### config.mk
export PLATFORM = sky130hd
export DESIGN_NAME = alpha_map_layer_decoder_flat
export DESIGN_NICKNAME = d
export VERILOG_FILES = /design/src/design/amld_pkg.sv /design/src/design/amld_in_if.sv /design/src/design/amld_out_if.sv /design/src/design/amld_front.sv /design/src/design/amld_job_queue.sv /design/src/design/amld_back.sv /design/src/design/alpha_map_layer_decoder.sv /design/src/flat_wrapper.sv
export SDC_FILE = /design/constraint.sdc
export NUM_CORES = 1
export LEC_CHECK = 0
export BUFFER_PORTS_ARGS = -buffer_cell sky130_fd_sc_hd__buf_2
export CAP_MARGIN = 0
export CORE_MARGIN = 1
export CORE_UTILIZATION = 64
export CTS_CLUSTER_DIAMETER = 50
export CTS_CLUSTER_SIZE = 25
export DETAILED_ROUTE_END_ITERATION = 8
export GPL_TIMING_DRIVEN = 1
export PLACE_DENSITY_LB_ADDON = 0.3
export SETUP_SLACK_MARGIN = 0.3
export SLEW_MARGIN = 10
export SYNTH_ARGS = -nofsm -noshare
export SYNTH_HDL_FRONTEND = slang
export SYNTH_HIERARCHICAL = 1
export SYNTH_SLANG_ARGS = --single-unit
### constraint.sdc
create_clock -name i_clk -period 11.93 [get_ports i_clk]
set_input_delay 0.5965 -clock i_clk [delete_from_list [all_inputs] [get_ports i_clk]]
set_output_delay 0.5965 -clock i_clk [all_outputs]
set_load 0.1 [all_outputs]
### src/design/amld_pkg.sv
`default_nettype none

package amld_pkg;

    // Map geometry
    localparam int unsigned MAP_TEXELS = 4096;
    localparam int unsigned ROW_TEXELS = 64;
    localparam int unsigned POS_W      = 13;
    localparam int unsigned INDEX_W    = 12;
    localparam int unsigned VALUE_W    = 8;
    localparam int unsigned LEN_W      = 7;

    // Writes one source word can cause, and the width of their count
    localparam int unsigned MAX_WRITES = 4;
    localparam int unsigned CNT_W      = 3;

    // Decode modes held in the configuration register
    typedef enum logic [1:0] {
        MODE_RLE     = 2'd0,
        MODE_RAW     = 2'd1,
        MODE_NIB     = 2'd2,
        MODE_NIB_FIX = 2'd3
    } t_mode;

    // One texel write: first index, value, run length
    typedef struct packed {
        logic [INDEX_W-1:0] index;
        logic [VALUE_W-1:0] value;
        logic [LEN_W-1:0]   len;
    } t_write;

    // All writes caused by one source word
    typedef struct packed {
        t_write [MAX_WRITES-1:0] writes;
        logic   [CNT_W-1:0]      count;
    } t_job;

    // Expand a nibble to an 8-bit value (times 17)
    function automatic logic [VALUE_W-1:0] expand_nibble(input logic [3:0] nib);
        expand_nibble = {nib, nib};
    endfunction

endpackage

`default_nettype wire

### src/design/amld_in_if.sv
`default_nettype none

interface amld_in_if;
    logic       valid;
    logic       ready;
    logic [7:0] src_byte;
    logic       last_byte;

    modport source (output valid, output src_byte, output last_byte, input ready);
    modport sink   (input valid, input src_byte, input last_byte, output ready);
endinterface

`default_nettype wire

### src/design/amld_out_if.sv
`default_nettype none

interface amld_out_if;
    logic        valid;
    logic        ready;
    logic [11:0] texel_index;
    logic [7:0]  texel_value;
    logic [6:0]  run_length;
    logic        last_result;

    modport source (output valid, output texel_index, output texel_value,
                    output run_length, output last_result, input ready);
    modport sink   (input valid, input texel_index, input texel_value,
                    input run_length, input last_result, output ready);
endinterface

`default_nettype wire

### src/design/amld_front.sv
`default_nettype none

module amld_front (
    input  wire               i_clk,
    input  wire               i_rst_n,
    input  wire               i_cfg_we,
    input  wire  [1:0]        i_cfg_wdata,
    amld_in_if.sink           i_src,
    input  wire               i_queue_full,
    output logic              o_push,
    output amld_pkg::t_job    o_job
);

    typedef enum logic [1:0] {
        PH_CODE = 2'd0,
        PH_FILL = 2'd1,
        PH_LIT  = 2'd2
    } t_phase;

    localparam logic [amld_pkg::POS_W-1:0] MAP_END = amld_pkg::POS_W'(amld_pkg::MAP_TEXELS);
    localparam logic [5:0] COL_LAST = 6'(amld_pkg::ROW_TEXELS - 1);
    localparam logic [5:0] COL_NEXT = 6'(amld_pkg::ROW_TEXELS - 2);

    amld_pkg::t_mode              r_mode;
    logic [amld_pkg::POS_W-1:0]   r_pos,   n_pos;
    t_phase                       r_phase, n_phase;
    logic [amld_pkg::LEN_W-1:0]   r_rem,   n_rem;

    amld_pkg::t_job               job;
    logic                         accept;

    assign i_src.ready = !i_queue_full;
    assign accept      = i_src.valid && !i_queue_full;

    // Classify the word and build its write list
    always_comb begin
        logic [amld_pkg::POS_W-1:0]   room;
        logic [amld_pkg::LEN_W-1:0]   len;
        logic [amld_pkg::CNT_W-1:0]   cnt;
        logic [amld_pkg::POS_W-1:0]   nib_pos;
        logic [amld_pkg::POS_W-1:0]   pos2;
        logic [3:0]                   nib;
        logic [amld_pkg::VALUE_W-1:0] val;
        logic [amld_pkg::LEN_W-1:0]   fix_len;
        logic [7:0]                   b;

        b       = i_src.src_byte;
        room    = MAP_END - r_pos;
        len     = '0;
        cnt     = '0;
        nib_pos = '0;
        nib     = '0;
        val     = '0;
        fix_len = '0;
        pos2    = r_pos + amld_pkg::POS_W'(2);
        job     = '0;
        n_pos   = r_pos;
        n_phase = r_phase;
        n_rem   = r_rem;

        case (r_mode)
            amld_pkg::MODE_RLE: begin
                case (r_phase)
                    PH_FILL: begin
                        len = ({6'd0, r_rem} > room) ? room[amld_pkg::LEN_W-1:0] : r_rem;
                        if (len != '0) begin
                            job.writes[0] = '{index: r_pos[amld_pkg::INDEX_W-1:0],
                                              value: b, len: len};
                            cnt = amld_pkg::CNT_W'(1);
                        end
                        n_pos   = r_pos + {6'd0, len};
                        n_rem   = '0;
                        n_phase = PH_CODE;
                    end
                    PH_LIT: begin
                        if (room != '0) begin
                            job.writes[0] = '{index: r_pos[amld_pkg::INDEX_W-1:0],
                                              value: b, len: amld_pkg::LEN_W'(1)};
                            cnt   = amld_pkg::CNT_W'(1);
                            n_pos = r_pos + amld_pkg::POS_W'(1);
                        end
                        n_rem = r_rem - amld_pkg::LEN_W'(1);
                        if (n_rem == '0) begin
                            n_phase = PH_CODE;
                        end
                    end
                    default: begin
                        n_rem = b[6:0];
                        if (b[7]) begin
                            n_phase = PH_FILL;
                        end else if (b[6:0] != '0) begin
                            n_phase = PH_LIT;
                        end else begin
                            n_phase = PH_CODE;
                        end
                    end
                endcase
            end
            amld_pkg::MODE_RAW: begin
                if (r_pos < MAP_END) begin
                    job.writes[0] = '{index: r_pos[amld_pkg::INDEX_W-1:0],
                                      value: b, len: amld_pkg::LEN_W'(1)};
                    cnt   = amld_pkg::CNT_W'(1);
                    n_pos = r_pos + amld_pkg::POS_W'(1);
                end
            end
            amld_pkg::MODE_NIB: begin
                for (int k = 0; k < 2; k++) begin
                    nib_pos = r_pos + amld_pkg::POS_W'(k);
                    nib     = (k == 0) ? b[3:0] : b[7:4];
                    if (nib_pos < MAP_END) begin
                        job.writes[cnt[1:0]] = '{index: nib_pos[amld_pkg::INDEX_W-1:0],
                                                 value: amld_pkg::expand_nibble(nib),
                                                 len:   amld_pkg::LEN_W'(1)};
                        cnt = cnt + amld_pkg::CNT_W'(1);
                    end
                end
                n_pos = (pos2 > MAP_END) ? MAP_END : pos2;
            end
            default: begin
                // Skip last column and row; widen column 62, repeat row 62
                for (int k = 0; k < 2; k++) begin
                    nib_pos = r_pos + amld_pkg::POS_W'(k);
                    nib     = (k == 0) ? b[3:0] : b[7:4];
                    val     = amld_pkg::expand_nibble(nib);
                    fix_len = (nib_pos[5:0] == COL_NEXT) ? amld_pkg::LEN_W'(2)
                                                         : amld_pkg::LEN_W'(1);
                    if (nib_pos < MAP_END && nib_pos[5:0] != COL_LAST
                            && nib_pos[11:6] != COL_LAST) begin
                        job.writes[cnt[1:0]] = '{index: nib_pos[amld_pkg::INDEX_W-1:0],
                                                 value: val, len: fix_len};
                        cnt = cnt + amld_pkg::CNT_W'(1);
                        if (nib_pos[11:6] == COL_NEXT) begin
                            job.writes[cnt[1:0]] =
                                '{index: nib_pos[amld_pkg::INDEX_W-1:0]
                                         + amld_pkg::INDEX_W'(amld_pkg::ROW_TEXELS),
                                  value: val, len: fix_len};
                            cnt = cnt + amld_pkg::CNT_W'(1);
                        end
                    end
                end
                n_pos = (pos2 > MAP_END) ? MAP_END : pos2;
            end
        endcase

        job.count = cnt;
    end

    assign o_job  = job;
    assign o_push = accept && (job.count != '0);

    // Hold mode and decode state; clear state after the final word
    always_ff @(posedge i_clk) begin
        if (!i_rst_n) begin
            r_mode  <= amld_pkg::MODE_RLE;
            r_pos   <= '0;
            r_phase <= PH_CODE;
            r_rem   <= '0;
        end else begin
            if (i_cfg_we) begin
                r_mode <= amld_pkg::t_mode'(i_cfg_wdata);
            end
            if (accept) begin
                if (i_src.last_byte) begin
                    r_pos   <= '0;
                    r_phase <= PH_CODE;
                    r_rem   <= '0;
                end else begin
                    r_pos   <= n_pos;
                    r_phase <= n_phase;
                    r_rem   <= n_rem;
                end
            end
        end
    end

endmodule

`default_nettype wire

### src/design/amld_job_queue.sv
`default_nettype none

module amld_job_queue #(
    parameter int unsigned DEPTH = 2
) (
    input  wire              i_clk,
    input  wire              i_rst_n,
    input  wire              i_push,
    input  amld_pkg::t_job   i_job,
    output logic             o_full,
    input  wire              i_pop,
    output logic             o_head_valid,
    output amld_pkg::t_job   o_head
);

    localparam int unsigned PTR_W = (DEPTH > 1) ? $clog2(DEPTH) : 1;
    localparam int unsigned CNT_W = $clog2(DEPTH + 1);
    localparam logic [PTR_W-1:0] PTR_LAST = PTR_W'(DEPTH - 1);
    localparam logic [CNT_W-1:0] CNT_FULL = CNT_W'(DEPTH);

    amld_pkg::t_job     r_mem [DEPTH];
    logic [PTR_W-1:0]   r_wr_ptr;
    logic [PTR_W-1:0]   r_rd_ptr;
    logic [CNT_W-1:0]   r_count;

    assign o_full       = (r_count == CNT_FULL);
    assign o_head_valid = (r_count != '0);
    assign o_head       = r_mem[r_rd_ptr];

    // Store pushed jobs
    always_ff @(posedge i_clk) begin
        if (i_push) begin
            r_mem[r_wr_ptr] <= i_job;
        end
    end

    // Advance pointers and fill count
    always_ff @(posedge i_clk) begin
        if (!i_rst_n) begin
            r_wr_ptr <= '0;
            r_rd_ptr <= '0;
            r_count  <= '0;
        end else begin
            if (i_push) begin
                r_wr_ptr <= (r_wr_ptr == PTR_LAST) ? '0 : r_wr_ptr + PTR_W'(1);
            end
            if (i_pop) begin
                r_rd_ptr <= (r_rd_ptr == PTR_LAST) ? '0 : r_rd_ptr + PTR_W'(1);
            end
            if (i_push && !i_pop) begin
                r_count <= r_count + CNT_W'(1);
            end else if (i_pop && !i_push) begin
                r_count <= r_count - CNT_W'(1);
            end
        end
    end

endmodule

`default_nettype wire

### src/design/amld_back.sv
`default_nettype none

module amld_back (
    input  wire              i_clk,
    input  wire              i_rst_n,
    input  wire              i_head_valid,
    input  amld_pkg::t_job   i_head,
    output logic             o_pop,
    amld_out_if.source       o_res
);

    logic [1:0]        r_idx;
    logic              r_valid;
    amld_pkg::t_write  r_write;
    logic              r_last;

    logic              load;
    logic              at_end;

    assign load   = i_head_valid && (!r_valid || o_res.ready);
    assign at_end = ({1'b0, r_idx} == (i_head.count - amld_pkg::CNT_W'(1)));
    assign o_pop  = load && at_end;

    assign o_res.valid       = r_valid;
    assign o_res.texel_index = r_write.index;
    assign o_res.texel_value = r_write.value;
    assign o_res.run_length  = r_write.len;
    assign o_res.last_result = r_last;

    // Step through the head job, one write per word taken
    always_ff @(posedge i_clk) begin
        if (!i_rst_n) begin
            r_idx   <= '0;
            r_valid <= 1'b0;
        end else begin
            if (load) begin
                r_valid <= 1'b1;
                r_idx   <= at_end ? 2'd0 : r_idx + 2'd1;
            end else if (o_res.ready) begin
                r_valid <= 1'b0;
            end
        end
    end

    // Load output word
    always_ff @(posedge i_clk) begin
        if (load) begin
            r_write <= i_head.writes[r_idx];
            r_last  <= at_end;
        end
    end

endmodule

`default_nettype wire

### src/design/alpha_map_layer_decoder.sv
// Alpha map layer decoder: turns the encoded bytes of one 64x64 alpha layer
// into texel writes (first index, value, run length).
// Channels: i_src carries source words (src_byte, last_byte); o_res carries
// write words (texel_index, texel_value, run_length, last_result), both with
// valid/ready. i_cfg_we/i_cfg_wdata set decode_mode; the user sets it only
// while the block is idle; the block itself does not enforce this. Each
// write list is registered in the job queue, then loaded into the output
// word. The back end issues one write per cycle while the receiver is ready.
// A source word causes at most one write in run-length and raw modes, up to
// two in 4-bit modes (up to four at the row-62 fix-up). The front end decodes
// each word combinationally and parks its write list in a QUEUE_DEPTH-entry
// job queue, so it keeps accepting as the back end drains. When the receiver
// stalls, the output word holds, the queue fills and then i_src.ready drops.
// Reset (synchronous, active low) clears position, run-length phase and
// count, empties the queue and sets decode_mode to run-length. A word with
// last_byte set returns the decode state to its reset value after decoding.
`default_nettype none

module alpha_map_layer_decoder #(
    parameter int unsigned QUEUE_DEPTH = 2
) (
    input  wire         i_clk,
    input  wire         i_rst_n,
    input  wire         i_cfg_we,
    input  wire  [1:0]  i_cfg_wdata,
    amld_in_if.sink     i_src,
    amld_out_if.source  o_res
);

    logic            push;
    logic            pop;
    logic            full;
    logic            head_valid;
    amld_pkg::t_job  job;
    amld_pkg::t_job  head;

    amld_front u_front (
        .i_clk        (i_clk),
        .i_rst_n      (i_rst_n),
        .i_cfg_we     (i_cfg_we),
        .i_cfg_wdata  (i_cfg_wdata),
        .i_src        (i_src),
        .i_queue_full (full),
        .o_push       (push),
        .o_job        (job)
    );

    amld_job_queue #(
        .DEPTH (QUEUE_DEPTH)
    ) u_queue (
        .i_clk        (i_clk),
        .i_rst_n      (i_rst_n),
        .i_push       (push),
        .i_job        (job),
        .o_full       (full),
        .i_pop        (pop),
        .o_head_valid (head_valid),
        .o_head       (head)
    );

    amld_back u_back (
        .i_clk        (i_clk),
        .i_rst_n      (i_rst_n),
        .i_head_valid (head_valid),
        .i_head       (head),
        .o_pop        (pop),
        .o_res        (o_res)
    );

endmodule

`default_nettype wire
### src/flat_wrapper.sv
// flat-port wrapper written by rule: the top's interface ports become plain ports
module alpha_map_layer_decoder_flat 
#(
    parameter int unsigned QUEUE_DEPTH = 2
)
  (i_clk, i_rst_n, i_cfg_we, i_cfg_wdata, i_src_valid, i_src_src_byte, i_src_last_byte, i_src_ready, o_res_valid, o_res_texel_index, o_res_texel_value, o_res_run_length, o_res_last_result, o_res_ready);
  amld_in_if i_src_i ();
  amld_out_if o_res_i ();
  input  wire i_clk;
  input  wire i_rst_n;
  input  wire i_cfg_we;
  input  wire  [1:0] i_cfg_wdata;
  input wire logic [$bits(i_src_i.valid)-1:0] i_src_valid;
  input wire logic [$bits(i_src_i.src_byte)-1:0] i_src_src_byte;
  input wire logic [$bits(i_src_i.last_byte)-1:0] i_src_last_byte;
  output wire logic [$bits(i_src_i.ready)-1:0] i_src_ready;
  output wire logic [$bits(o_res_i.valid)-1:0] o_res_valid;
  output wire logic [$bits(o_res_i.texel_index)-1:0] o_res_texel_index;
  output wire logic [$bits(o_res_i.texel_value)-1:0] o_res_texel_value;
  output wire logic [$bits(o_res_i.run_length)-1:0] o_res_run_length;
  output wire logic [$bits(o_res_i.last_result)-1:0] o_res_last_result;
  input wire logic [$bits(o_res_i.ready)-1:0] o_res_ready;
  assign i_src_i.valid = i_src_valid;
  assign i_src_i.src_byte = i_src_src_byte;
  assign i_src_i.last_byte = i_src_last_byte;
  assign i_src_ready = i_src_i.ready;
  assign o_res_valid = o_res_i.valid;
  assign o_res_texel_index = o_res_i.texel_index;
  assign o_res_texel_value = o_res_i.texel_value;
  assign o_res_run_length = o_res_i.run_length;
  assign o_res_last_result = o_res_i.last_result;
  assign o_res_i.ready = o_res_ready;
  alpha_map_layer_decoder #(.QUEUE_DEPTH(QUEUE_DEPTH)) u_core (.i_clk(i_clk), .i_rst_n(i_rst_n), .i_cfg_we(i_cfg_we), .i_cfg_wdata(i_cfg_wdata), .i_src(i_src_i), .o_res(o_res_i));
endmodule
### Yosys cells after proc, flatten, opt, wreduce, memory -nomap -nowiden

Memory sizes are Yosys's and may differ from the RTL's. A register that Yosys moved wholly into a read port is not among the register bits.
Cells that the tools add are included.

* $add $sub $neg: 16
* order comparisons: 11
* eq/ne operators: 18
* mux-type cells: 66
* reduce and logical (&&, ||, !) cells: 33

Operators with widths (number)
* 108-bit bitwise mux: 3
* 108-bit 2-to-1 mux: 3
* 27-bit 2-to-1 mux: 10
* 27-bit demux with 2-bit select: 3
* 81-bit one-hot mux with 2 select lines: 1
* 54-bit 2-to-1 mux: 2
* 27-bit one-hot mux with 3 select lines: 1
* 27-bit binary-select mux with 2-bit select: 1
* 27-bit one-hot mux with 2 select lines: 1
* 13-bit 2-to-1 mux: 4
* 13-bit one-hot mux with 2 select lines: 2
* 13-bit less-than comparator, second input constant: 2
* 12-bit by 7-bit adder with 12-bit output, second input constant: 2
* 6-bit equality test, second input constant: 4
* 2-bit 2-to-1 mux: 12
* 6-bit != test, second input constant: 4
* 7-bit 2-to-1 mux: 3
* 3-bit 2-to-1 mux: 5
* 7-bit one-hot mux with 2 select lines: 1
* 7-bit nonzero test: 2
* 13-bit by 1-bit adder with 13-bit output, second input constant: 1
* 13-bit by 2-bit adder with 13-bit output, second input constant: 1
* 13-bit by 7-bit adder with 13-bit output: 1
* 13-bit > comparator, second input constant: 1
* 33 further kinds: 74

* bits in registers: 59
* RAM bits: 222
* input port bits: 16
* output and inout port bits: 30
* logic and storage cells: 158
* memories kept: 1

Memories
* u_core.u_queue.r_mem: depth 2, width 111, read ports 1, clocked after memory_dff 1, wr ports 1, RTL line amld_job_queue.sv:21 `amld_pkg::t_job r_mem [DEPTH];`

### Depth between registers and ports, before layout

Gate-level depths: netlist of run 1.

* word-level depth: 16
* depth in mapped cells: 26
* gate-level depth less buffers: 24

### By module

The synthesis of run 1 kept the hierarchy.

Modules (own cells, without submodules)
* amld_job_queue: instances 1, cells an instance 367, area each 8259.2 µm², seq. area each 6766.5 µm²
* amld_front: instances 1, cells an instance 773, area each 5112.4 µm², seq. area each 480.5 µm²
* amld_back: instances 1, cells an instance 83, area each 1715.4 µm², seq. area each 900.9 µm²

### Worst setup path before layout of run 1

Ideal clock, no wire load.

* path type: flip-flop to flip-flop
* from: register u_core/u_front/r_pos[0] (netlist bit)
* to: memory u_core/u_queue/r_mem[0][0] (netlist bit), enable pin
* setup time: 0.596 ns
* arrival: 8.390 ns
* data required time: 11.334 ns
* path slack: 2.945 ns
* stages on the path, launching flop included: 17
* buffers on the path: 1
* clock period less this slack: 8.985 ns
* path through: dfxtp_1 -> clkbuf_1 -> inv_1 -> ha_1 -> inv_1 -> ha_1 -> nand2b_1 -> a22oi_1 -> a22oi_1 -> o311ai_2 -> o211ai_2 -> a211o_1 -> a21oi_2 -> nor3_4 -> o21ai_1 -> a22o_1 -> nor2b_1

* word-level cells in the longest chain between the ends: 14
* elaborated cells between the ends (all ways): 34
* classes of those cells: add/sub: 5; order compare: 3; eq/ne: 4; mux: 14; reduce/logical: 8

Ends and longest elaborated chain
* from (decl): RTL line amld_front.sv:25 `logic [amld_pkg::POS_W-1:0] r_pos, n_pos;`
* from (signal assigned): RTL line amld_front.sv:169 `r_pos <= n_pos;`
* 13-bit less-than comparator / 6-bit != test (equally long branches): RTL line amld_front.sv:100, amld_front.sv:111, amld_front.sv:128
* 1-bit logical AND: RTL line amld_front.sv:128 `if (nib_pos < MAP_END && nib_pos[5:0] != COL_LAST`
* 1-bit logical AND: RTL line amld_front.sv:129 `&& nib_pos[11:6] != COL_LAST) begin`
* 2-bit 2-to-1 mux: RTL line amld_front.sv:128
* 3-bit 2-to-1 mux: RTL line amld_front.sv:61 `case (r_mode)`
* 3-bit by 1-bit adder with 3-bit output: RTL line amld_front.sv:132 `cnt = cnt + amld_pkg::CNT_W'(1);`
* 3-bit by 1-bit adder with 3-bit output: RTL line amld_front.sv:138 `cnt = cnt + amld_pkg::CNT_W'(1);`
* 3-bit 2-to-1 mux: RTL line amld_front.sv:133 `if (nib_pos[11:6] == COL_NEXT) begin`
* 3-bit 2-to-1 mux: RTL line amld_front.sv:128
* 3-bit one-hot mux with 3 select lines *: RTL line amld_front.sv:61
* 3-bit nonzero test *: RTL line amld_front.sv:150 `assign o_push = accept && (job.count != '0);`
* 1-bit logical AND *: RTL line amld_front.sv:150
* via u_core.push: RTL line alpha_map_layer_decoder.sv:30 `logic push;`
* 1-bit 2-to-1 mux *: RTL line amld_job_queue.sv:32 `if (i_push) begin`
* 1-bit 2-to-1 mux (not written as such) *: RTL line amld_job_queue.sv:33 `r_mem[r_wr_ptr] <= i_job;`
* to (decl): RTL line amld_job_queue.sv:21

Mark *: on every way through the listed nets, which the timed path passes. The rest lies on a longest branch. The select of a mux whose other input is x is not followed.

### Worst setup path after layout of run 1

* from: register u_core/u_front/r_pos[0] (netlist bit)
* to: memory u_core/u_queue/r_mem[1][102] (netlist bit), enable pin

Same word-level chain as after synthesis.

==> results.md, run 1 <==
* Min-delay worst type: primary input to register
* Vias in the first global route at 9681
* Antenna Cells at 0
* Top-count cell post-synth: edfxtp_1
* CP Capture Type: register
* Post-DP Area at 15300 µm²
* CTS resizes at 0
* Post-synth top area cell: edfxtp_1
* Cell area power density at 154 nW/µm²
* Rel. slew slack at 29.7%
* Fmax at 0.154 GHz
* DP HPWL at 24000 µm
* Total track usage at 30.6%
* Fin area at 16200 µm²
* Largest net degree at the start of global routing at 64
* Final ANT Viol Nets at 0
* Max_cap viols at 0
* Clk slew on worst S/H paths at 0.07 ns
* CTS tree: yes
* Hold Crit Start: i_cfg_wdata[0]
* Met3 usage at 4.75%
* Global route overflow at 0
* Fin crit share at a little over half
* GR Util met2 at 48.2%
* RSZ-0062 raised after global routing: false
* Synth top cells by count: edfxtp_1 (250), mux2_2 (112), nor2_1 (88)
* Critical path data arrival time at 6.66 ns
* Leak at 5.57 nW
* CP max stage delay at between 0.8 and 0.9 ns
* Share of the synthesized area in the top cell type at 49.8%
* Root buf cell: clkbuf_16
* R2r setup slk at 5.45 ns
* Tmin final at 6.48 ns
* Syn Std Cell Area at 15100 µm²
* Initial Util at between 60% and 70%
* CTS Buffer Depth at 3
* Seq/Total Area, Yosys at 54.0%
* Clk Latency, worst-skew pair at about 0.55 ns
* # port buffers at 45
* Worst Path Required at 12.11 ns
* First-pass GRT wire length at 56100 µm
* Drt initial violations at 1008
* Core Box Area at about 23000 µm²
* Status: completed
* Yosys cell types at 92
* Mean post-synth cell area at between 10 and 15 µm²
* Setup Viol. Count Final at 0
* Share of post-route cells with drive strength above 1 at 22.9%
* GR Util met1 at 44.2%
* Flops & latches, synth at 282
* CTS Hold Buffers Added at 0
* Tightest Pin Transition at 1.05 ns
* Avg Vias per Cell at roughly 6.5
* Routed len/inst at approximately 23 µm
* Die area at 24200 µm²
* Main synth FF type: edfxtp_1
* # IOs at 46
* Synth area leaders: edfxtp_1 (50%), mux2_2 (8.4%), dfxtp_1 (4.2%)
* Crit Path Category: register to register
* H-tree Lvls at 1
* Worst path slowest cell: dfxtp_1
* Die Height at 156 µm
* RR Startpoint: u_core/u_front/r_pos[0]$_SDFFE_PN0P_
* Clk_skew at 0.0149 ns
* Synthesis-to-layout area growth at 7.22%
* Cell Rows at 55
* Crit Path Max Fanout at 61
* Hold slack at around 0.31 ns
* GP Congestion at 0.954
* Final Max Slew Viols at 0
* Critical Path Source Type: register
* Most Crowded Layer GR: met2
* Initial antenna violation count at 0
* Nets at approximately 1300
* Routed wire length at 36000 µm
* CP Cell Sequence: inv_1, ha_1, inv_1, ha_1, nand2b_1, a22oi_1, o211ai_1, a311oi_1, o31ai_2, a21oi_1, a2bb2oi_2, nor3_4, o21ai_1, a22o_1, and2_4, buf_4
* Vias at 10059
* Post-CTS Setup Bufs at 0
* Final hold vios at 0
* Total clock buffers created by CTS at 25
* Pre-antenna DRT Iters at 5
* Die Wd at 156 µm
* Number of synthesized flops with an enable pin at 250
* DRC at 0
* Syn Inst Count at 1223
* Fin Setup TNS at 0 ns
* Async SR Flop Fraction at 0%
* Peak supply drop at 0.141 mV
* Syn. warnings at 6
* # clock sinks at 282
* CP startpoint: u_core/u_front/r_pos[0]$_SDFFE_PN0P_
## path summary, 6_finish.rpt
| check | to | depth (start not counted) |
|---|---|---|
| worst min-delay path | u_core/u_front/r_mode[0]$_SDFFE_PN0P_ | 3 |
| worst max register to register | u_core/u_queue/r_mem[1][102]$_DFFE_PP_ | 16 |
| worst min register to register | u_core/u_queue/r_count[1]$_SDFFE_PN0P_ | 2 |
| worst max-delay path | u_core/u_queue/r_mem[1][102]$_DFFE_PP_ | 16 |
## through the flow
stage	utilization, %	total power, mW	instances	setup slack [ns]
2_1_floorplan	-	1.59	1237	2.94
3_3_place_gp	67.0	1.66	1512	5.72
3_5_place_dp	67.0	1.66	1512	5.56
4_1_cts	70.8	2.50	1558	5.57
5_1_grt	70.8	2.57	1558	5.00
6_report	70.8	2.49	1558	5.45
## cell type report
type                            count  area, µm²
Timing Repair Buffer               62        353
Inverter                           38        143
Clock inverter                     14        189
Multi-Input combinational cell    817       6270
Sequential cell                   282       8150
Fill cell                        1606       6670
Tap cell                          313        392
Clock buffer                       32        682
## per-layer routing
metal | share of wire, % | wire length [µm]
met1 | 42 | 15300
met2 | 47 | 16900
met3 | 8.2 | 2940
met4 | 2.5 | 917
met5 | 0 | 0
## cell families after synthesis
logic type                 count (synthesis)  synth area share [%]
muxes                                    146                  12.9
and+or+nand+nor                          329                  11.2
other                                      1                0.0249
AOI/OAI and AO/OA                        243                  11.1
adders and majority gates                 31                  2.62
DFF                                      282                  54.0
xor gates and xnor gates                  53                  3.30
buffers and inverters                    138                  4.93
## worst max-delay path, delay by kind of cell, from the launching register on
family                     cells  cell delay (ns)
AOI/OAI and AO/OA              8             2.32
adders and majority gates      2             0.79
buffers and inverters          3             1.22
DFF                            1             0.83
and+or+nand+nor                3             0.86
## cells in the final DEF, fill, tap and decap left out, types with 4 or more instances in the layout
cell type	netlist	final
nand4_1	9	9
a31oi_1	10	10
a211oi_1	6	6
or3_1	5	5
nand3_1	21	21
and3_1	12	12
or2_2	5	5
dfxtp_1	32	30
xor2_1	14	14
o21bai_1	4	4
mux4_2	27	27
a21o_1	9	9
clkbuf_16	0	25
inv_1	38	38
conb_1	1	15
nor2b_1	24	22
a21oi_1	51	51
and2_1	23	22
nor2_1	88	88
buf_2	12	45
a22o_1	12	12
ha_1	30	30
a22oi_1	16	16
mux2i_1	7	7
mux2_2	112	112
nor3b_1	5	5
nor3_1	31	31
clkbuf_1	43	4
o21a_1	8	8
a31o_2	5	5
o22ai_1	9	9
edfxtp_1	250	250
nand2_1	78	78
xnor2_1	36	36
o21ai_0	60	60
buf_4	28	17
## power breakdown
| part | switching [mW] | internal (mW) | total, mW | leakage, nW |
|---|---|---|---|---|
| Combinational | 0.328 | 0.150 | 0.478 | 2.54 |
| Clock | 0.379 | 0.463 | 0.842 | 0.424 |
| Sequential | 0.0296 | 1.14 | 1.17 | 2.61 |
| Total | 0.736 | 1.75 | 2.49 | 5.57 |
## registers in the layout, summed over array words and instances, names as in the netlist, 2 cells and up, named ones only
| register | cells |
|---|---|
| u_core/u_queue/r_mem | 222 |
| u_core/u_front/r_phase | 2 |
| u_core/u_back/o_res.run_length | 7 |
| u_core/u_queue/r_count | 2 |
| u_core/u_back/r_idx | 2 |
| u_core/u_back/o_res.texel_index | 12 |
| u_core/u_front/r_pos | 13 |
| u_core/u_back/o_res.texel_value | 8 |
| u_core/u_front/r_mode | 2 |
| u_core/u_front/r_rem | 7 |
(Power assumes the default switching activity.)
==> run 2, diff against run 1 <==
Clock period 11.93 ns to 6.7 ns, I/O delays scaled along.
==> run 2 against run 1 <==
Against the previous run:
- via count grew 1.7%
- global-route usage is 0.25 points lower
- sequential power up 78%
- total power is 77% higher
- non-clock buffer count rose by 10
- first-iteration DRC count increased by 19%
- critical path depth up 8
- combinational power up 80%
- design area increased by 0.48%
- worst setup slack got worse by 4.3 ns
- register-to-register slack worse by 4.3 ns
- critical endpoint is now u_core/u_front/r_pos[10]$_SDFFE_PN0P_
- largest cell class unchanged
==> results.md, run 2 (synthesis results as in run 1) <==
* Max FFs per register at 222 (unchanged)
* Vias at 10225 (was 10059)
* Post-DP Area at 15400 µm² (was 15300 µm²)
* Hold path cells at 3 (unchanged)
* Largest net degree at the start of global routing at 113 (was 64)
* Antenna Cells at 0 (unchanged)
* Cell area power density at 271 nW/µm² (was 154 nW/µm²)
* Worst Reg2Reg Path Length in Cells at 24 (was 16)
* Clk Latency, worst-skew pair at 0.56 ns (was 0.55 ns)
* Tightest Pin Transition at 0.958 ns (was 1.05 ns)
* Fin Setup TNS at 0 ns (unchanged)
* Clk slew on worst S/H paths at 0.07 ns (about the same)
* Final Max Slew Viols at 0 (unchanged)
* # port buffers at 45 (unchanged)
* Fin crit share at 83.5% (was 54.3%)
* Crit Path Category: register to register (unchanged)
* CTS tree: yes (unchanged)
* CTS Hold Buffers Added at 0 (unchanged)
* Leak at 5.62 nW (was 5.57 nW)
* Tmin final at 5.60 ns (was 6.48 ns)
* Hold worst-path end: u_core/u_front/r_mode[0]$_SDFFE_PN0P_ (unchanged)
* CTS Buffer Depth at 3 (unchanged)
* Max_cap viols at 0 (unchanged)
* Peak supply drop at 0.292 mV (was 0.141 mV)
* Final hold vios at 0 (unchanged)
* Final Util at 71.1% (was 70.8%)
* Vias in the first global route at 9817 (was 9681)
* Worst Path Required at 7.14 ns (was 12.11 ns)
* Crit Path Max Fanout at 14 (was 61)
* Setup Viol. Count Final at 0 (unchanged)
* Routed wire length at 35900 µm (was 36000 µm)
* CP Capture Type: register (unchanged)
* # clock sinks at 282 (unchanged)
* Rel. slew slack at 35.9% (was 29.7%)
* Fin area at 16300 µm² (was 16200 µm²)
* H-tree Lvls at 1 (unchanged)
* # IOs at 46 (unchanged)
* Power consumption at 4.40 mW (was 2.49 mW)
* Min-delay worst type: primary input to register (unchanged)
* Critical path data arrival time at 6.04 ns (was 6.66 ns)
* Die Wd at 156 µm (unchanged)
* Global route overflow at 0 (unchanged)
* Hold Crit Start: i_cfg_wdata[0] (unchanged)
* Worst setup margin at 1.10 ns (was 5.45 ns)
* CTS resizes at 0 (unchanged)
* Core Box Area at 22800 µm² (unchanged)
* DRC at 0 (unchanged)
* Cell Rows at 55 (unchanged)
* Commonest cells after routing, fill and taps aside: edfxtp_1 (250), mux2_2 (112), nor2_1 (88) (unchanged)
* Status: completed (unchanged)
* Routed len/inst at 22.9 µm (was 23.1 µm)
* Pre-antenna DRT Iters at 6 (was 5)
* Drt initial violations at 1195 (was 1008)
* Post-CTS Setup Bufs at 0 (unchanged)
* Nets at 1283 (was 1273)
* Post-placement setup slack at 1.23 ns (was 5.56 ns)
* Die Height at 156 µm (unchanged)
* RSZ-0062 raised after global routing: false (unchanged)
* Commonest non-fill, non-tap cell in the layout: edfxtp_1 (unchanged)
* GP Congestion at 1.02 (was 0.954)
* Fillers at 1590 (was 1606)
* Initial Util at 66.0% (unchanged)
* R2r setup slk at 1.10 ns (was 5.45 ns)
* Avg Vias per Cell at 6.52 (was 6.46)
* Reg2reg end: u_core/u_front/r_pos[10]$_SDFFE_PN0P_ (was u_core/u_queue/r_mem[1][102]$_DFFE_PP_)
* Clk_skew at 0.0133 ns (was 0.0149 ns)
* Total clock buffers created by CTS at 25 (unchanged)
* Initial antenna violation count at 0 (unchanged)
* Synthesis-to-layout area growth at 7.74% (was 7.22%)
* Critical Path Source Type: register (unchanged)
* Biggest register: u_core/u_queue/r_mem (unchanged)
* Die area at 24200 µm² (unchanged)
* RR Startpoint: u_core/u_front/r_pos[1]$_SDFFE_PN0P_ (was u_core/u_front/r_pos[0]$_SDFFE_PN0P_)
* Total track usage at 30.3% (was 30.6%)
* First-pass GRT wire length at 55800 µm (was 56100 µm)
* Root buf cell: clkbuf_16 (unchanged)
* Share of post-route cells with drive strength above 1 at 23.8% (was 22.9%)
* Fmax at 0.179 GHz (was 0.154 GHz)
* Final ANT Viol Nets at 0 (unchanged)
* DP HPWL at 24000 µm (about the same)
==> run 2: cell types whose count changed in the layout (fill, tap and decap cells not counted), sizes merged <==
cell	change
buf	+10
bufinv	-2
inv	+7
clkbuf	-6
clkinvlp	+1
==> run 2: critical path, cell delays in order, from the launching register on <==
cell      delay, ns
dfxtp_1        0.68
inv_1          0.22
ha_1           0.43
inv_1          0.17
ha_1           0.33
nand2b_1       0.07
a22oi_1        0.18
o211ai_1       0.12
a311oi_1       0.44
o31ai_2        0.18
a21oi_1        0.15
buf_4          0.19
o21ai_0        0.12
ha_1           0.23
fa_1           0.41
a21o_1         0.17
a21oi_1        0.22
o21bai_1       0.09
a21o_1         0.20
a21oi_1        0.25
o31ai_1        0.13
nand3_1        0.13
o21ai_0        0.09
a22oi_1        0.22
nor2b_1        0.07
==> run 2: report_power, final <==
part	internal (mW)	leakage, nW	switching, mW
clock	0.744	0.416	0.719
sequential	2.03	2.61	0.0527
combinational	0.272	2.60	0.586
==> run 2: final cells by class <==
cell class | count | area, µm² | area share, %
Tap cell | 313 | 392 | 2.41
Inverter | 38 | 143 | 0.878
Clock inverter | 20 | 209 | 1.29
Multi-Input combinational cell | 817 | 6270 | 38.5
Timing Repair Buffer | 72 | 453 | 2.79
Sequential cell | 282 | 8150 | 50.2
Clock buffer | 26 | 639 | 3.93
==> run 2: worst max path at each step <==
stage	startpoint	end	slack, ns	depth (start not counted)
after floorplan	u_core/u_front/r_pos[0]$_SDFFE_PN0P_	u_core/u_queue/r_mem[0][0]$_DFFE_PP_	1.10	16
after global placement	u_core/u_front/r_pos[1]$_SDFFE_PN0P_	u_core/u_front/r_pos[10]$_SDFFE_PN0P_	1.37	24
after detailed placement	u_core/u_front/r_pos[1]$_SDFFE_PN0P_	u_core/u_front/r_pos[10]$_SDFFE_PN0P_	1.23	24
after CTS	u_core/u_front/r_pos[1]$_SDFFE_PN0P_	u_core/u_front/r_pos[10]$_SDFFE_PN0P_	1.21	24
after global routing	u_core/u_front/r_pos[1]$_SDFFE_PN0P_	u_core/u_front/r_pos[7]$_SDFFE_PN0P_	0.63	24
final	u_core/u_front/r_pos[1]$_SDFFE_PN0P_	u_core/u_front/r_pos[10]$_SDFFE_PN0P_	1.10	24
==> run 2: per-layer routing <==
metal	track usage (%)	vias up	share of wire [%]
li1	-	4585	-
met1	42.7	4964	41
met2	47.2	558	46
met3	4.89	118	9.0
met4	12.3	0	4.2
met5	0	-	0
==> run 2: per-stage QoR <==
step | hold slack (ns) | cells
after floorplan | 0.453 | 1237
after global routing | 0.0380 | 1568
after global placement | 0.481 | 1522
after CTS | 0.0272 | 1568
final | 0.0442 | 1568
after detailed placement | 0.507 | 1522
==> run 3, diff against run 2 <==
Clock period 6.7 ns to 5.65 ns, I/O delays scaled along.
==> run 3 against run 2 <==
Against the previous run:
- count of clock-buffer cells in the layout grew 1
- critical endpoint unchanged
- largest power group unchanged
- global-route usage increased by 0.18 points
- routed wire length hardly changed
- sequential share of layout area shrank 0.61 points
- critical path type unchanged
==> results.md, run 3 (synthesis results as in run 1) <==
* Initial antenna violation count at 0 (unchanged)
* Antenna Cells at 0 (unchanged)
* Clk_skew at 0.0161 ns (was 0.0133 ns)
* Die area at 24200 µm² (unchanged)
* Global route overflow at 0 (unchanged)
* Rel. slew slack at 29.9% (was 35.9%)
* Vias at 10197 (was 10225)
* CTS Buffer Depth at 3 (unchanged)
* Largest net degree at the start of global routing at 71 (was 113)
* Pre-antenna DRT Iters at 5 (was 6)
* Power consumption at 5.31 mW (was 4.40 mW)
* Fin crit share at 87.7% (was 83.5%)
* Die Height at 156 µm (unchanged)
* CP max stage delay at 0.40 ns (was 0.68 ns)
* Peak supply drop at 0.243 mV (was 0.292 mV)
* Biggest register: u_core/u_queue/r_mem (unchanged)
* Total track usage at 30.5% (was 30.3%)
* Min-delay worst type: primary input to register (unchanged)
* CP delay by family, top: compound AO/OA/AOI/OAI gates (unchanged)
* Fmax at 0.202 GHz (was 0.179 GHz)
* Commonest non-fill, non-tap cell in the layout: edfxtp_1 (unchanged)
* Root buf cell: clkbuf_16 (unchanged)
* Crit Path Max Fanout at 5 (was 14)
* Share of post-route cells with drive strength above 1 at 25.0% (was 23.8%)
* Final Max Slew Viols at 0 (unchanged)
* Die Wd at 156 µm (unchanged)
* Cell area power density at 322 nW/µm² (was 271 nW/µm²)
* Cell Rows at 55 (unchanged)
* Fin Setup TNS at 0 ns (unchanged)
* Final ANT Viol Nets at 0 (unchanged)
* Nets at 1299 (was 1283)
* H-tree Lvls at 1 (unchanged)
* DP HPWL at 24900 µm (was 24000 µm)
* Status: completed (unchanged)
* Max_cap viols at 0 (unchanged)
* CP Capture Type: register (unchanged)
* Critical path data arrival time at 5.38 ns (was 6.04 ns)
* Max FFs per register at 222 (unchanged)
* Crit Path Category: register to register (unchanged)
* Post-CTS Setup Bufs at 0 (unchanged)
* Routed len/inst at 22.7 µm (was 22.9 µm)
* # clock sinks at 282 (unchanged)
* # IOs at 46 (unchanged)
* Worst path slowest cell: ha_1 (was dfxtp_1)
* Leak at 5.72 nW (was 5.62 nW)
* Drt initial violations at 1094 (was 1195)
* First-pass GRT wire length at 56100 µm (was 55800 µm)
* Worst setup margin at 0.696 ns (was 1.10 ns)
* DRC at 0 (unchanged)
* Critical Path Source Type: register (unchanged)
* Setup Viol. Count Final at 0 (unchanged)
* GP Congestion at 1.02 (about the same)
* Worst Path Required at 6.08 ns (was 7.14 ns)
* Final hold vios at 0 (unchanged)
* Synthesis-to-layout area growth at 9.11% (was 7.74%)
* Clk slew on worst S/H paths at 0.06 ns (was 0.07 ns)
* Post-placement setup slack at 0.618 ns (was 1.23 ns)
* Clk Latency, worst-skew pair at 0.54 ns (was 0.56 ns)
* Avg Vias per Cell at 6.43 (was 6.52)
* Total clock buffers created by CTS at 26 (was 25)
* Initial Util at 66.0% (unchanged)
* Tightest Pin Transition at 1.04 ns (was 0.958 ns)
* Core Box Area at 22800 µm² (unchanged)
* RSZ-0062 raised after global routing: false (unchanged)
* Vias in the first global route at 10035 (was 9817)
* CTS tree: yes (unchanged)
* Buf/Inv on CP at 2 (was 3)
* Routed wire length at 36000 µm (was 35900 µm)
* Tmin final at 4.95 ns (was 5.60 ns)
* CP Cell Sequence: inv_1, ha_1, inv_1, ha_1, nand2b_1, a22oi_1, a22oi_1, o311ai_2, o211ai_2, a21oi_2, o21ai_0, ha_1, fa_1, a21o_1, a21oi_1, o21bai_1, a21o_1, a21oi_1, o31ai_1, nand3_1, o21ai_0, a22oi_1, nor2b_1 (was inv_1, ha_1, inv_1, ha_1, nand2b_1, a22oi_1, o211ai_1, a311oi_1, o31ai_2, a21oi_1, buf_4, o21ai_0, ha_1, fa_1, a21o_1, a21oi_1, o21bai_1, a21o_1, a21oi_1, o31ai_1, nand3_1, o21ai_0, a22oi_1, nor2b_1)
* # port buffers at 45 (unchanged)
* Commonest cells after routing, fill and taps aside: edfxtp_1 (250), mux2_2 (112), nor2_1 (88) (unchanged)
run 3: cell types whose count changed in the layout (fill, tap and decap cells not counted), moves of 3 or more:
cell / previous run / this run
buf_4: 25 / 40
bufinv_16: 0 / 3
clkinv_1: 0 / 3
clkinv_8: 1 / 4
inv_8: 4 / 0
run 3: power breakdown:
part / total, mW / internal, mW / switching, mW
Clock: 1.81 / 1.01 / 0.803
Combinational: 1.04 / 0.332 / 0.706
Sequential: 2.46 / 2.40 / 0.0523
run 3: worst paths after layout:
check                                                         endpoint                                   start  depth (start not counted)  slack [ns]
worst max register to register   u_core/u_front/r_pos[10]$_SDFFE_PN0P_    u_core/u_front/r_pos[1]$_SDFFE_PN0P_                         23        0.70
worst min-delay path             u_core/u_front/r_mode[0]$_SDFFE_PN0P_                          i_cfg_wdata[0]                          3       0.009
worst max-delay path             u_core/u_front/r_pos[10]$_SDFFE_PN0P_    u_core/u_front/r_pos[1]$_SDFFE_PN0P_                         23        0.70
worst min register to register  u_core/u_queue/r_count[1]$_SDFFE_PN0P_  u_core/u_queue/r_count[1]$_SDFFE_PN0P_                          2        0.51
run 3: repair_timing:
item,4_1_cts,5_1_grt
hold buffers,0,0
setup endpoints to repair,0,64
gates resized for setup,0,2
hold endpoints to repair,0,0
run 3: per-layer routing:
layer	up-vias	track usage, %	share of wire, %
li1	4607	-	-
met3	93	4.11	7.6
met5	-	0	0
met2	520	49.9	48
met4	0	10.5	3.1
met1	4977	42.2	41
run 3: stage by stage:
stage	instances	hold slack, ns	area (µm²)	utilization, %
finish	1585	0.00938	16500	72.0
global route	1585	0.0280	16500	72.0
CTS	1585	0.00678	16400	72.0
detailed placement	1537	0.510	15500	68.0
global placement	1537	0.480	15500	68.0
floorplan	1237	0.400	15200	-
run 3: final cells by class:
type / count / area, µm²
Inverter: 38 / 143
Clock buffer: 27 / 654
Fill cell: 1585 / 6390
Multi-Input combinational cell: 817 / 6300
Clock inverter: 21 / 253
Tap cell: 313 / 392
Sequential cell: 282 / 8160
Timing Repair Buffer: 87 / 566
run 3: worst reg2reg max path: stages (launching register included):
cell,delay (ns)
dfxtp_2,0.32
inv_1,0.08
ha_1,0.40
inv_1,0.16
ha_1,0.33
nand2b_1,0.07
a22oi_1,0.19
a22oi_1,0.12
o311ai_2,0.35
o211ai_2,0.24
a21oi_2,0.27
o21ai_0,0.15
ha_1,0.24
fa_1,0.40
a21o_1,0.17
a21oi_1,0.24
o21bai_1,0.09
a21o_1,0.20
a21oi_1,0.21
o31ai_1,0.13
nand3_1,0.13
o21ai_0,0.08
a22oi_1,0.21
nor2b_1,0.06
